## src/hw/rtl/fpie_pkg.sv

```systemverilog
`timescale 1ns / 1ps
// ----------------------------------------------------------------------------
// fpie_pkg
// Shared types, constants and the binary64 round-and-pack function used by
// the multiply and reciprocal units of the integer power core.
// ----------------------------------------------------------------------------
package fpie_pkg;

  localparam logic [63:0]        FP_ONE         = 64'h3FF0_0000_0000_0000;
  localparam logic [63:0]        FP_QUIET_BIT   = 64'h0008_0000_0000_0000;
  localparam logic [63:0]        FP_DEFAULT_NAN = 64'hFFF8_0000_0000_0000;
  localparam logic [10:0]        FP_EXP_ALL1    = 11'h7FF;
  localparam logic signed [12:0] EXP_BIAS       = 13'sd1023;
  localparam logic signed [12:0] EXP_SUB_MIN    = -13'sd1022;

  // Commands from the controller to the datapath.
  typedef struct packed {
    logic load;       // capture a new input transfer
    logic mul_go;     // start one multiply
    logic mul_sq;     // 1: square the power, 0: product times power
    logic mag_shift;  // move to the next exponent bit
    logic rcp_go;     // start the reciprocal of the product
    logic out_load;   // move the answer into the output register
  } cmd_t;

  // Status from the datapath to the controller.
  typedef struct packed {
    logic mag_zero;
    logic mag_lsb;
    logic mag_last;   // no set bit above the current one
    logic positive;
    logic mul_done;
    logic rcp_done;
  } sts_t;

  // Rounds to nearest even and packs a finite nonzero value.
  // The value is m[54:2] * 2^(be - 1023 - 52) with m[54] set, m[1] the guard
  // bit and m[0] the sticky bit. Handles overflow and gradual underflow.
  function automatic logic [63:0] fp_round(input logic s, input logic signed [13:0] be,
                                           input logic [54:0] m);
    logic signed [13:0] sh;
    logic [5:0]         shamt;
    logic [54:0]        mm;
    logic [54:0]        lost;
    logic [10:0]        field;
    logic               inc;
    logic [62:0]        pk;
    sh    = 14'sd1 - be;
    shamt = (sh > 14'sd55) ? 6'd55 : sh[5:0];
    if (be >= 14'sd2047) begin
      return {s, FP_EXP_ALL1, 52'd0};
    end
    if (be >= 14'sd1) begin
      field = be[10:0];
      mm    = m;
    end else begin
      field = 11'd0;
      lost  = m & ~({55{1'b1}} << shamt);
      mm    = m >> shamt;
      mm[0] = mm[0] | (|lost);
    end
    inc = mm[1] & (mm[0] | mm[2]);
    pk  = {field, mm[53:2]} + {62'd0, inc};
    return {s, pk};
  endfunction

endpackage

```

## src/hw/rtl/fpie_fmul.sv

```systemverilog
`timescale 1ns / 1ps
// ----------------------------------------------------------------------------
// fpie_fmul
// Multi-cycle binary64 multiplier: special-value decode, subnormal
// normalization one bit per cycle, four 27x27 partial products, rounding.
// ----------------------------------------------------------------------------
module fpie_fmul import fpie_pkg::*; (
  input  logic        clk,
  input  logic        rst_n,
  input  logic        start,
  input  logic [63:0] a_i,
  input  logic [63:0] b_i,
  output logic        done_o,
  output logic [63:0] y_o
);

  localparam logic [1:0] S_IDLE = 2'd0;
  localparam logic [1:0] S_NORM = 2'd1;
  localparam logic [1:0] S_MUL  = 2'd2;
  localparam logic [1:0] S_RND  = 2'd3;

  logic [1:0]         state_r, state_nxt;
  logic [52:0]        ma_r, ma_nxt, mb_r, mb_nxt;
  logic signed [12:0] ea_r, ea_nxt, eb_r, eb_nxt;
  logic               s_r, s_nxt;
  logic [105:0]       acc_r, acc_nxt;
  logic [1:0]         cnt_r, cnt_nxt;
  logic [63:0]        y_r, y_nxt;
  logic               done_r, done_nxt;

  logic               a_nan, b_nan, a_inf, b_inf, a_zero, b_zero;
  logic [26:0]        op_x, op_y;
  logic [53:0]        pp;
  logic [105:0]       pp_sh;
  logic signed [13:0] be;
  logic [54:0]        rm;

  // Operand classification.
  assign a_nan  = (a_i[62:52] == FP_EXP_ALL1) && (a_i[51:0] != 52'd0);
  assign b_nan  = (b_i[62:52] == FP_EXP_ALL1) && (b_i[51:0] != 52'd0);
  assign a_inf  = (a_i[62:52] == FP_EXP_ALL1) && (a_i[51:0] == 52'd0);
  assign b_inf  = (b_i[62:52] == FP_EXP_ALL1) && (b_i[51:0] == 52'd0);
  assign a_zero = (a_i[62:0] == 63'd0);
  assign b_zero = (b_i[62:0] == 63'd0);

  // One partial product per cycle, placed by its weight.
  always_comb begin
    case (cnt_r)
      2'd0: begin
        op_x = ma_r[26:0];
        op_y = mb_r[26:0];
      end
      2'd1: begin
        op_x = ma_r[26:0];
        op_y = {1'b0, mb_r[52:27]};
      end
      2'd2: begin
        op_x = {1'b0, ma_r[52:27]};
        op_y = mb_r[26:0];
      end
      default: begin
        op_x = {1'b0, ma_r[52:27]};
        op_y = {1'b0, mb_r[52:27]};
      end
    endcase
  end

  assign pp = op_x * op_y;

  always_comb begin
    case (cnt_r)
      2'd0:    pp_sh = {52'd0, pp};
      2'd3:    pp_sh = {pp[51:0], 54'd0};
      default: pp_sh = {25'd0, pp, 27'd0};
    endcase
  end

  // Normalize the 106-bit product into rounding form.
  always_comb begin
    if (acc_r[105]) begin
      be = 14'(ea_r) + 14'(eb_r) + 14'sd1024;
      rm = {acc_r[105:53], acc_r[52], |acc_r[51:0]};
    end else begin
      be = 14'(ea_r) + 14'(eb_r) + 14'sd1023;
      rm = {acc_r[104:52], acc_r[51], |acc_r[50:0]};
    end
  end

  // Sequencing of one multiply.
  always_comb begin
    state_nxt = state_r;
    ma_nxt    = ma_r;
    mb_nxt    = mb_r;
    ea_nxt    = ea_r;
    eb_nxt    = eb_r;
    s_nxt     = s_r;
    acc_nxt   = acc_r;
    cnt_nxt   = cnt_r;
    y_nxt     = y_r;
    done_nxt  = 1'b0;
    case (state_r)
      S_IDLE: begin
        if (start) begin
          s_nxt   = a_i[63] ^ b_i[63];
          ma_nxt  = {|a_i[62:52], a_i[51:0]};
          mb_nxt  = {|b_i[62:52], b_i[51:0]};
          ea_nxt  = (a_i[62:52] == 11'd0) ? EXP_SUB_MIN
                                          : $signed({2'b00, a_i[62:52]}) - EXP_BIAS;
          eb_nxt  = (b_i[62:52] == 11'd0) ? EXP_SUB_MIN
                                          : $signed({2'b00, b_i[62:52]}) - EXP_BIAS;
          acc_nxt = 106'd0;
          cnt_nxt = 2'd0;
          if (a_nan) begin
            y_nxt    = a_i | FP_QUIET_BIT;
            done_nxt = 1'b1;
          end else if (b_nan) begin
            y_nxt    = b_i | FP_QUIET_BIT;
            done_nxt = 1'b1;
          end else if ((a_inf && b_zero) || (a_zero && b_inf)) begin
            y_nxt    = FP_DEFAULT_NAN;
            done_nxt = 1'b1;
          end else if (a_inf || b_inf) begin
            y_nxt    = {a_i[63] ^ b_i[63], FP_EXP_ALL1, 52'd0};
            done_nxt = 1'b1;
          end else if (a_zero || b_zero) begin
            y_nxt    = {a_i[63] ^ b_i[63], 63'd0};
            done_nxt = 1'b1;
          end else begin
            state_nxt = S_NORM;
          end
        end
      end
      S_NORM: begin
        if (!ma_r[52]) begin
          ma_nxt = {ma_r[51:0], 1'b0};
          ea_nxt = ea_r - 13'sd1;
        end
        if (!mb_r[52]) begin
          mb_nxt = {mb_r[51:0], 1'b0};
          eb_nxt = eb_r - 13'sd1;
        end
        if (ma_r[52] && mb_r[52]) begin
          state_nxt = S_MUL;
        end
      end
      S_MUL: begin
        acc_nxt = acc_r + pp_sh;
        cnt_nxt = cnt_r + 2'd1;
        if (cnt_r == 2'd3) begin
          state_nxt = S_RND;
        end
      end
      S_RND: begin
        y_nxt     = fp_round(s_r, be, rm);
        done_nxt  = 1'b1;
        state_nxt = S_IDLE;
      end
      default: state_nxt = S_IDLE;
    endcase
  end

  always_ff @(posedge clk) begin
    if (!rst_n) begin
      state_r <= S_IDLE;
      done_r  <= 1'b0;
    end else begin
      state_r <= state_nxt;
      done_r  <= done_nxt;
    end
    ma_r  <= ma_nxt;
    mb_r  <= mb_nxt;
    ea_r  <= ea_nxt;
    eb_r  <= eb_nxt;
    s_r   <= s_nxt;
    acc_r <= acc_nxt;
    cnt_r <= cnt_nxt;
    y_r   <= y_nxt;
  end

  assign done_o = done_r;
  assign y_o    = y_r;

endmodule

```

## src/hw/rtl/fpie_frcp.sv

```systemverilog
`timescale 1ns / 1ps
// ----------------------------------------------------------------------------
// fpie_frcp
// Multi-cycle binary64 reciprocal 1.0 / p: special-value decode, subnormal
// normalization, restoring division one quotient bit per cycle, rounding.
// ----------------------------------------------------------------------------
module fpie_frcp import fpie_pkg::*; (
  input  logic        clk,
  input  logic        rst_n,
  input  logic        start,
  input  logic [63:0] p_i,
  output logic        done_o,
  output logic [63:0] y_o
);

  localparam logic [1:0] S_IDLE = 2'd0;
  localparam logic [1:0] S_NORM = 2'd1;
  localparam logic [1:0] S_DIV  = 2'd2;
  localparam logic [1:0] S_RND  = 2'd3;
  localparam logic [5:0] QBITS  = 6'd55;

  logic [1:0]         state_r, state_nxt;
  logic [52:0]        mp_r, mp_nxt;
  logic signed [12:0] ep_r, ep_nxt;
  logic               s_r, s_nxt;
  logic [53:0]        rem_r, rem_nxt;
  logic [55:0]        q_r, q_nxt;
  logic [5:0]         cnt_r, cnt_nxt;
  logic [63:0]        y_r, y_nxt;
  logic               done_r, done_nxt;

  logic               qbit;
  logic [53:0]        rem_sub;
  logic signed [13:0] be;
  logic [54:0]        rm;

  // One restoring division step.
  assign qbit    = rem_r >= {1'b0, mp_r};
  assign rem_sub = qbit ? (rem_r - {1'b0, mp_r}) : rem_r;

  // Place the quotient's leading one for rounding.
  always_comb begin
    if (q_r[55]) begin
      be = 14'sd1023 - 14'(ep_r);
      rm = {q_r[55:3], q_r[2], |q_r[1:0] | (rem_r != 54'd0)};
    end else begin
      be = 14'sd1022 - 14'(ep_r);
      rm = {q_r[54:2], q_r[1], q_r[0] | (rem_r != 54'd0)};
    end
  end

  always_comb begin
    state_nxt = state_r;
    mp_nxt    = mp_r;
    ep_nxt    = ep_r;
    s_nxt     = s_r;
    rem_nxt   = rem_r;
    q_nxt     = q_r;
    cnt_nxt   = cnt_r;
    y_nxt     = y_r;
    done_nxt  = 1'b0;
    case (state_r)
      S_IDLE: begin
        if (start) begin
          s_nxt   = p_i[63];
          mp_nxt  = {|p_i[62:52], p_i[51:0]};
          ep_nxt  = (p_i[62:52] == 11'd0) ? EXP_SUB_MIN
                                          : $signed({2'b00, p_i[62:52]}) - EXP_BIAS;
          rem_nxt = {2'b01, 52'd0};
          q_nxt   = 56'd0;
          cnt_nxt = 6'd0;
          if ((p_i[62:52] == FP_EXP_ALL1) && (p_i[51:0] != 52'd0)) begin
            y_nxt    = p_i | FP_QUIET_BIT;
            done_nxt = 1'b1;
          end else if (p_i[62:0] == 63'd0) begin
            y_nxt    = {p_i[63], FP_EXP_ALL1, 52'd0};
            done_nxt = 1'b1;
          end else if (p_i[62:52] == FP_EXP_ALL1) begin
            y_nxt    = {p_i[63], 63'd0};
            done_nxt = 1'b1;
          end else begin
            state_nxt = S_NORM;
          end
        end
      end
      S_NORM: begin
        if (!mp_r[52]) begin
          mp_nxt = {mp_r[51:0], 1'b0};
          ep_nxt = ep_r - 13'sd1;
        end else begin
          state_nxt = S_DIV;
        end
      end
      S_DIV: begin
        q_nxt   = {q_r[54:0], qbit};
        rem_nxt = {rem_sub[52:0], 1'b0};
        cnt_nxt = cnt_r + 6'd1;
        if (cnt_r == QBITS) begin
          state_nxt = S_RND;
        end
      end
      S_RND: begin
        y_nxt     = fp_round(s_r, be, rm);
        done_nxt  = 1'b1;
        state_nxt = S_IDLE;
      end
      default: state_nxt = S_IDLE;
    endcase
  end

  always_ff @(posedge clk) begin
    if (!rst_n) begin
      state_r <= S_IDLE;
      done_r  <= 1'b0;
    end else begin
      state_r <= state_nxt;
      done_r  <= done_nxt;
    end
    mp_r  <= mp_nxt;
    ep_r  <= ep_nxt;
    s_r   <= s_nxt;
    rem_r <= rem_nxt;
    q_r   <= q_nxt;
    cnt_r <= cnt_nxt;
    y_r   <= y_nxt;
  end

  assign done_o = done_r;
  assign y_o    = y_r;

endmodule

```

## src/hw/rtl/fpie_datapath.sv

```systemverilog
`timescale 1ns / 1ps
// ----------------------------------------------------------------------------
// fpie_datapath
// Holds the running product, the running power and the exponent magnitude,
// and owns the shared multiplier, the reciprocal unit and the output register.
// ----------------------------------------------------------------------------
module fpie_datapath import fpie_pkg::*; (
  input  logic        clk,
  input  logic        rst_n,
  input  cmd_t        cmd,
  output sts_t        sts,
  input  logic [63:0] base,
  input  logic [31:0] exponent,
  output logic [63:0] power
);

  logic [63:0] prod_r, prod_nxt;
  logic [63:0] sq_r, sq_nxt;
  logic [32:0] mag_r, mag_nxt;
  logic        pos_r, pos_nxt;
  logic        sel_r, sel_nxt;
  logic [63:0] out_r, out_nxt;

  logic        mul_done, rcp_done;
  logic [63:0] mul_y, rcp_y;
  logic [63:0] mul_a;

  // Product times power, or power squared.
  assign mul_a = cmd.mul_sq ? sq_r : prod_r;

  fpie_fmul u_fmul (
    .clk    (clk),
    .rst_n  (rst_n),
    .start  (cmd.mul_go),
    .a_i    (mul_a),
    .b_i    (sq_r),
    .done_o (mul_done),
    .y_o    (mul_y)
  );

  fpie_frcp u_frcp (
    .clk    (clk),
    .rst_n  (rst_n),
    .start  (cmd.rcp_go),
    .p_i    (prod_r),
    .done_o (rcp_done),
    .y_o    (rcp_y)
  );

  // Register updates.
  always_comb begin
    prod_nxt = prod_r;
    sq_nxt   = sq_r;
    mag_nxt  = mag_r;
    pos_nxt  = pos_r;
    sel_nxt  = sel_r;
    out_nxt  = out_r;
    if (cmd.load) begin
      prod_nxt = FP_ONE;
      sq_nxt   = base;
      mag_nxt  = exponent[31] ? (33'h1_0000_0000 - {1'b0, exponent}) : {1'b0, exponent};
      pos_nxt  = !exponent[31] && (exponent != 32'd0);
    end
    if (cmd.mul_go) begin
      sel_nxt = cmd.mul_sq;
    end
    if (mul_done) begin
      if (sel_r) begin
        sq_nxt = mul_y;
      end else begin
        prod_nxt = mul_y;
      end
    end
    if (cmd.mag_shift) begin
      mag_nxt = {1'b0, mag_r[32:1]};
    end
    if (cmd.out_load) begin
      out_nxt = pos_r ? prod_r : rcp_y;
    end
  end

  always_ff @(posedge clk) begin
    prod_r <= prod_nxt;
    sq_r   <= sq_nxt;
    mag_r  <= mag_nxt;
    pos_r  <= pos_nxt;
    sel_r  <= sel_nxt;
    out_r  <= out_nxt;
  end

  assign sts.mag_zero = (mag_r == 33'd0);
  assign sts.mag_lsb  = mag_r[0];
  assign sts.mag_last = (mag_r[32:1] == 32'd0);
  assign sts.positive = pos_r;
  assign sts.mul_done = mul_done;
  assign sts.rcp_done = rcp_done;
  assign power        = out_r;

endmodule

```

## src/hw/rtl/fpie_ctrl.sv

```systemverilog
`timescale 1ns / 1ps
// ----------------------------------------------------------------------------
// fpie_ctrl
// Controller: walks the exponent bits, issues multiplies and the final
// reciprocal, and runs the input and output handshakes.
// ----------------------------------------------------------------------------
module fpie_ctrl import fpie_pkg::*; (
  input  logic clk,
  input  logic rst_n,
  input  logic in_tvalid,
  output logic in_tready,
  output logic out_tvalid,
  input  logic out_tready,
  input  sts_t sts,
  output cmd_t cmd
);

  localparam logic [2:0] ST_IDLE   = 3'd0;
  localparam logic [2:0] ST_STEP   = 3'd1;
  localparam logic [2:0] ST_MULP   = 3'd2;
  localparam logic [2:0] ST_MULS   = 3'd3;
  localparam logic [2:0] ST_RCP    = 3'd4;
  localparam logic [2:0] ST_RESULT = 3'd5;

  logic [2:0] state_r, state_nxt;
  logic       ovalid_r, ovalid_nxt;
  logic       out_free;

  assign out_free  = !ovalid_r || out_tready;
  assign in_tready = (state_r == ST_IDLE);

  always_comb begin
    state_nxt = state_r;
    cmd       = '0;
    case (state_r)
      ST_IDLE: begin
        if (in_tvalid) begin
          cmd.load  = 1'b1;
          state_nxt = ST_STEP;
        end
      end
      // Decide the work for the current exponent bit.
      ST_STEP: begin
        if (sts.mag_zero) begin
          if (sts.positive) begin
            state_nxt = ST_RESULT;
          end else begin
            cmd.rcp_go = 1'b1;
            state_nxt  = ST_RCP;
          end
        end else if (sts.mag_lsb) begin
          cmd.mul_go = 1'b1;
          state_nxt  = ST_MULP;
        end else begin
          cmd.mul_go = 1'b1;
          cmd.mul_sq = 1'b1;
          state_nxt  = ST_MULS;
        end
      end
      // The squaring after the last set bit is skipped.
      ST_MULP: begin
        if (sts.mul_done) begin
          if (sts.mag_last) begin
            cmd.mag_shift = 1'b1;
            state_nxt     = ST_STEP;
          end else begin
            cmd.mul_go = 1'b1;
            cmd.mul_sq = 1'b1;
            state_nxt  = ST_MULS;
          end
        end
      end
      ST_MULS: begin
        if (sts.mul_done) begin
          cmd.mag_shift = 1'b1;
          state_nxt     = ST_STEP;
        end
      end
      ST_RCP: begin
        if (sts.rcp_done) begin
          state_nxt = ST_RESULT;
        end
      end
      ST_RESULT: begin
        if (out_free) begin
          cmd.out_load = 1'b1;
          state_nxt    = ST_IDLE;
        end
      end
      default: state_nxt = ST_IDLE;
    endcase
  end

  // Output valid flag.
  always_comb begin
    ovalid_nxt = ovalid_r;
    if (out_tready) begin
      ovalid_nxt = 1'b0;
    end
    if (cmd.out_load) begin
      ovalid_nxt = 1'b1;
    end
  end

  always_ff @(posedge clk) begin
    if (!rst_n) begin
      state_r  <= ST_IDLE;
      ovalid_r <= 1'b0;
    end else begin
      state_r  <= state_nxt;
      ovalid_r <= ovalid_nxt;
    end
  end

  assign out_tvalid = ovalid_r;

endmodule

```

## src/hw/rtl/float_power_integer_exponent_core.sv

```systemverilog
`timescale 1ns / 1ps
// ----------------------------------------------------------------------------
// float_power_integer_exponent_core
// Binary64 base raised to a signed 32-bit integer exponent by
// square-and-multiply, with a final reciprocal for non-positive exponents.
// ----------------------------------------------------------------------------
// Usage: present base and exponent on the input stream; one transfer yields
// one result transfer carrying the binary64 power.
// Each multiply runs through the shared multiplier, and a subnormal operand
// first adds a normalization step per leading zero. One multiply runs
// per set exponent bit and one squaring per bit below the top set bit, so a
// 33-bit magnitude of at most 2^31 needs up to 61 multiplies. Each bit also
// passes through a decision state. A zero or negative exponent adds the
// bit-serial reciprocal.
// Throughput: one item at a time; in_tready is high only while idle.
// The output register holds a finished result while the receiver stalls,
// and the next item may be accepted meanwhile; it is written back only once
// the previous result has been transferred.
// Reset clears the controller and the output valid flag.
// ----------------------------------------------------------------------------
module float_power_integer_exponent_core import fpie_pkg::*; (
  input  logic        clk,
  input  logic        rst_n,
  input  logic        in_tvalid,
  output logic        in_tready,
  input  logic [95:0] in_tdata,   // [63:0] base, [95:64] exponent
  output logic        out_tvalid,
  input  logic        out_tready,
  output logic [63:0] out_tdata   // [63:0] power
);

  cmd_t cmd;
  sts_t sts;

  fpie_ctrl u_ctrl (
    .clk        (clk),
    .rst_n      (rst_n),
    .in_tvalid  (in_tvalid),
    .in_tready  (in_tready),
    .out_tvalid (out_tvalid),
    .out_tready (out_tready),
    .sts        (sts),
    .cmd        (cmd)
  );

  fpie_datapath u_datapath (
    .clk      (clk),
    .rst_n    (rst_n),
    .cmd      (cmd),
    .sts      (sts),
    .base     (in_tdata[63:0]),
    .exponent (in_tdata[95:64]),
    .power    (out_tdata)
  );

  // The block is busy right after accepting an item.
  a_busy_after_accept: assert property (@(posedge clk) disable iff (!rst_n)
    (in_tvalid && in_tready) |=> !in_tready)
    else $error("input accepted while busy");

  // The result register is never overwritten while a result waits.
  a_no_overwrite: assert property (@(posedge clk) disable iff (!rst_n)
    cmd.out_load |-> (!out_tvalid || out_tready))
    else $error("output overwritten before transfer");

  // Only one arithmetic unit finishes at a time.
  a_one_unit: assert property (@(posedge clk) disable iff (!rst_n)
    !(sts.mul_done && sts.rcp_done))
    else $error("multiply and reciprocal finished together");

endmodule

```

## config.mk

```make
export PLATFORM = sky130hd
export DESIGN_NAME = float_power_integer_exponent_core
export DESIGN_NICKNAME = d
export VERILOG_FILES = /design/src/hw/rtl/fpie_pkg.sv /design/src/hw/rtl/fpie_fmul.sv /design/src/hw/rtl/fpie_frcp.sv /design/src/hw/rtl/fpie_datapath.sv /design/src/hw/rtl/fpie_ctrl.sv /design/src/hw/rtl/float_power_integer_exponent_core.sv
export SDC_FILE = /design/constraint.sdc
export NUM_CORES = 2
export LEC_CHECK = 0
export CAP_MARGIN = 20
export CORE_MARGIN = 3
export CORE_UTILIZATION = 40
export DETAILED_ROUTE_END_ITERATION = 10
export DONT_BUFFER_PORTS = 1
export PLACE_DENSITY = 0.57
export SLEW_MARGIN = 20
export SYNTH_ARGS = -nofsm -noshare
export SYNTH_HDL_FRONTEND = slang
export SYNTH_HIERARCHICAL = 1
export SYNTH_SLANG_ARGS = --single-unit
```

## constraint.sdc

```tcl
create_clock -name clk -period 13.5 [get_ports clk]
set_input_delay 2.7 -clock clk [delete_from_list [all_inputs] [get_ports clk]]
set_output_delay 2.7 -clock clk [all_outputs]
set_load 0.01 [all_outputs]
```

==> out/qor.csv <==
metric;value;unit
fin_util;45.1;%
track_usage;35.6;%
slowest_stage;fa_1;
via_per_inst;6.35;
drv_slew;0;
path_common_cell;fa_1;
num_vias;87400;
synth_top_cell_area_share;21.7;%
clk_root_buffer_cell;clkbuf_16;
area_growth;11.9;%
globalplace.congestion;1.05;
synthArstFlopShare;0;%
required;13960;ps
final_nets;11800;
finalHoldViolations;0;
maxCapViolations;0;
grt_pass1_vias;85100;
synth-seq-cells;788;
drt-total-wl;423000;µm
fin_crit;13110;ps
slowest_delay;600;ps
cts_buffers;97;
num_rows;173;
die_h;480;µm
critPathArrivalTime;13570;ps
antenna_found_initial;41;
grt_pass1_wl;606000;µm
fin_worst_skew;126;ps
ys_warn_count;6;
place_hpwl;329000;µm
synth_commonest_cells;nand2_1 (1408), inv_1 (1008), nor2_1 (911);
worst_slew_pin_slew;1200;ps
ys_types;135;
h-tree-depth;3;
antenna_left;0;
hp-class;reg -> reg;
wl_per_cell;30.7;µm
synth.avg_cell_area;8.49;µm²
core;223000;µm²
portBuffers;0;
min_period_over_period;97.1;%
cts_buffer_depth;3;
clk_pin_slew;60;ps
die_width;480;µm
synthMostInstantiatedCell;nand2_1;
clk_latency;800;ps
start_util;40.3;%
slew_headroom;19.2;%
synth-edff-count;649;
synth_top_flop_cell;edfxtp_1;
outcome;completed;
synthCells;10600;
grt_overflow;0;
crit_type;reg -> reg;
synth_area_leader_cell;edfxtp_1;
drc;0;
setup_viol;0;
dieArea;230000;µm²
cts_hold_buf;0;
drt-initial-drc-count;10800;
cp-start-kind;flip-flop;
ios;166;
fmax;76.3;MHz
seq_area_frac_synth;24.8;%
cts_sinks;788;
syn_area;89800;µm²
grt_max_degree;112;
end_kind;flip-flop;
ys_top_cells_by_area;edfxtp_1 (22%), fa_1 (14%), nand2_1 (5.9%), ha_1 (5.6%), inv_1 (4.2%);
firstDrtPassIters;9;
path_max_fanout;6;
drive_gt1_share;12.4;%
cts_tree;done;
syn_nets;11700;
through the flow:
step	instances	hold WS, ps	cell area [µm²]	TNS (ps)	setup WS (ps)
floorplan	10600	422	89900	0	82.3
global placement	13500	438	96200	-1870	-395
detailed placement	13500	441	96300	-3210	-549
CTS	13700	435	99900	0	24.9
global route	13800	453	100000	-38.3	-19.1
finish	13800	434	101000	0	388
metal layers:
| metal | vias up | routed length [µm] | GRT usage [%] | part of all wire [%] |
|---|---|---|---|---|
| met5 | - | 125 | 0 | 0.030 |
| met4 | 20 | 30300 | 20.6 | 7.2 |
| met3 | 1183 | 37300 | 6.64 | 8.8 |
| met2 | 4956 | 190000 | 56.6 | 45 |
| met1 | 43400 | 165000 | 45.3 | 39 |
| li1 | 37800 | - | - | - |
cells in the final DEF (no fill, tap or decap), types with 75 or more instances in the layout:
master,n
buf_4,616
nor2_1,898
a22oi_1,96
nor3_1,203
o21ai_0,450
mux2i_1,242
mux2_2,259
nor4_1,158
a21oi_1,517
nand3_1,222
ha_1,393
xor2_1,159
a21o_1,136
fa_1,620
nand4_1,93
edfxtp_1,649
o211ai_1,85
a22o_1,75
nand3b_1,76
o22ai_1,202
dfxtp_1,139
a31oi_1,99
and2_1,163
nand2_1,1407
clkbuf_16,102
xnor2_1,219
inv_1,1003
a211oi_1,79
worst max-delay path: cells and delay by family (launching register included):
| family | cells | cell delay, ps |
|---|---|---|
| compound gates | 27 | 4920 |
| xor+xnor | 2 | 270 |
| fa+ha+maj | 10 | 4580 |
| buf+inv | 13 | 1730 |
| flops | 1 | 420 |
| mux | 1 | 420 |
| simple gates | 5 | 500 |
area by class of cell:
| cell class | count | area [µm²] |
|---|---|---|
| multi-input combinational | 8141 | 61900 |
| inverter | 1013 | 3800 |
| tap | 2975 | 3720 |
| clock buffer | 121 | 2620 |
| clock inverter | 61 | 861 |
| fill | 21900 | 122000 |
| antenna | 18 | 45.0 |
| sequential | 788 | 22300 |
| timing repair buffer | 651 | 5260 |
cells by family (layout without fill, tap and decap cells):
group | Yosys count | in the layout | share of synthesized area (%)
buf+inv | 1647 | 1846 | 7.32
simple gates | 3706 | 3706 | 19.4
other cells | 0 | 18 | 0
xor+xnor | 392 | 392 | 3.86
fa+ha+maj | 1028 | 1028 | 19.6
flops | 788 | 788 | 24.8
compound gates | 2485 | 2485 | 18.8
mux | 530 | 530 | 6.27
timing repair:
item | in CTS | in global routing
hold endpoints to repair | 0 | 0
resized for setup | 5 | 87
endpoints found under the setup margin | 12 | 20
pin swaps | 3 | 26
buffers inserted | 7 | 11
cloned | 0 | 3
worst paths after layout:
kind,startpoint,endpoint,slack (ps),depth (start not counted)
max reg2reg,u_datapath/u_fmul/cnt_r[0],u_datapath/u_fmul/acc_r[100],390,58
max,u_datapath/u_fmul/cnt_r[0],u_datapath/u_fmul/acc_r[100],390,58
min,u_datapath/u_fmul/y_o[60],u_datapath/prod_r[60],430,2
min reg2reg,u_datapath/u_fmul/y_o[60],u_datapath/prod_r[60],430,2
flip-flops by register name, summed over array words and instances, names as in the netlist, 3 cells and up:
name / count
u_ctrl/state_r: 3
u_datapath/mag_r: 33
u_datapath/power: 64
u_datapath/prod_r: 64
u_datapath/sq_r: 64
u_datapath/u_fmul/acc_r: 106
u_datapath/u_fmul/ea_r: 13
u_datapath/u_fmul/eb_r: 13
u_datapath/u_fmul/ma_r: 53
u_datapath/u_fmul/mb_r: 53
u_datapath/u_fmul/y_o: 64
u_datapath/u_frcp/cnt_r: 6
u_datapath/u_frcp/ep_r: 13
u_datapath/u_frcp/mp_r: 53
u_datapath/u_frcp/q_r: 56
u_datapath/u_frcp/rem_r: 53
u_datapath/u_frcp/y_o: 64
Power is not shown: default switching activity piles up to over one toggle a cycle in this logic, so the estimate is an artifact.
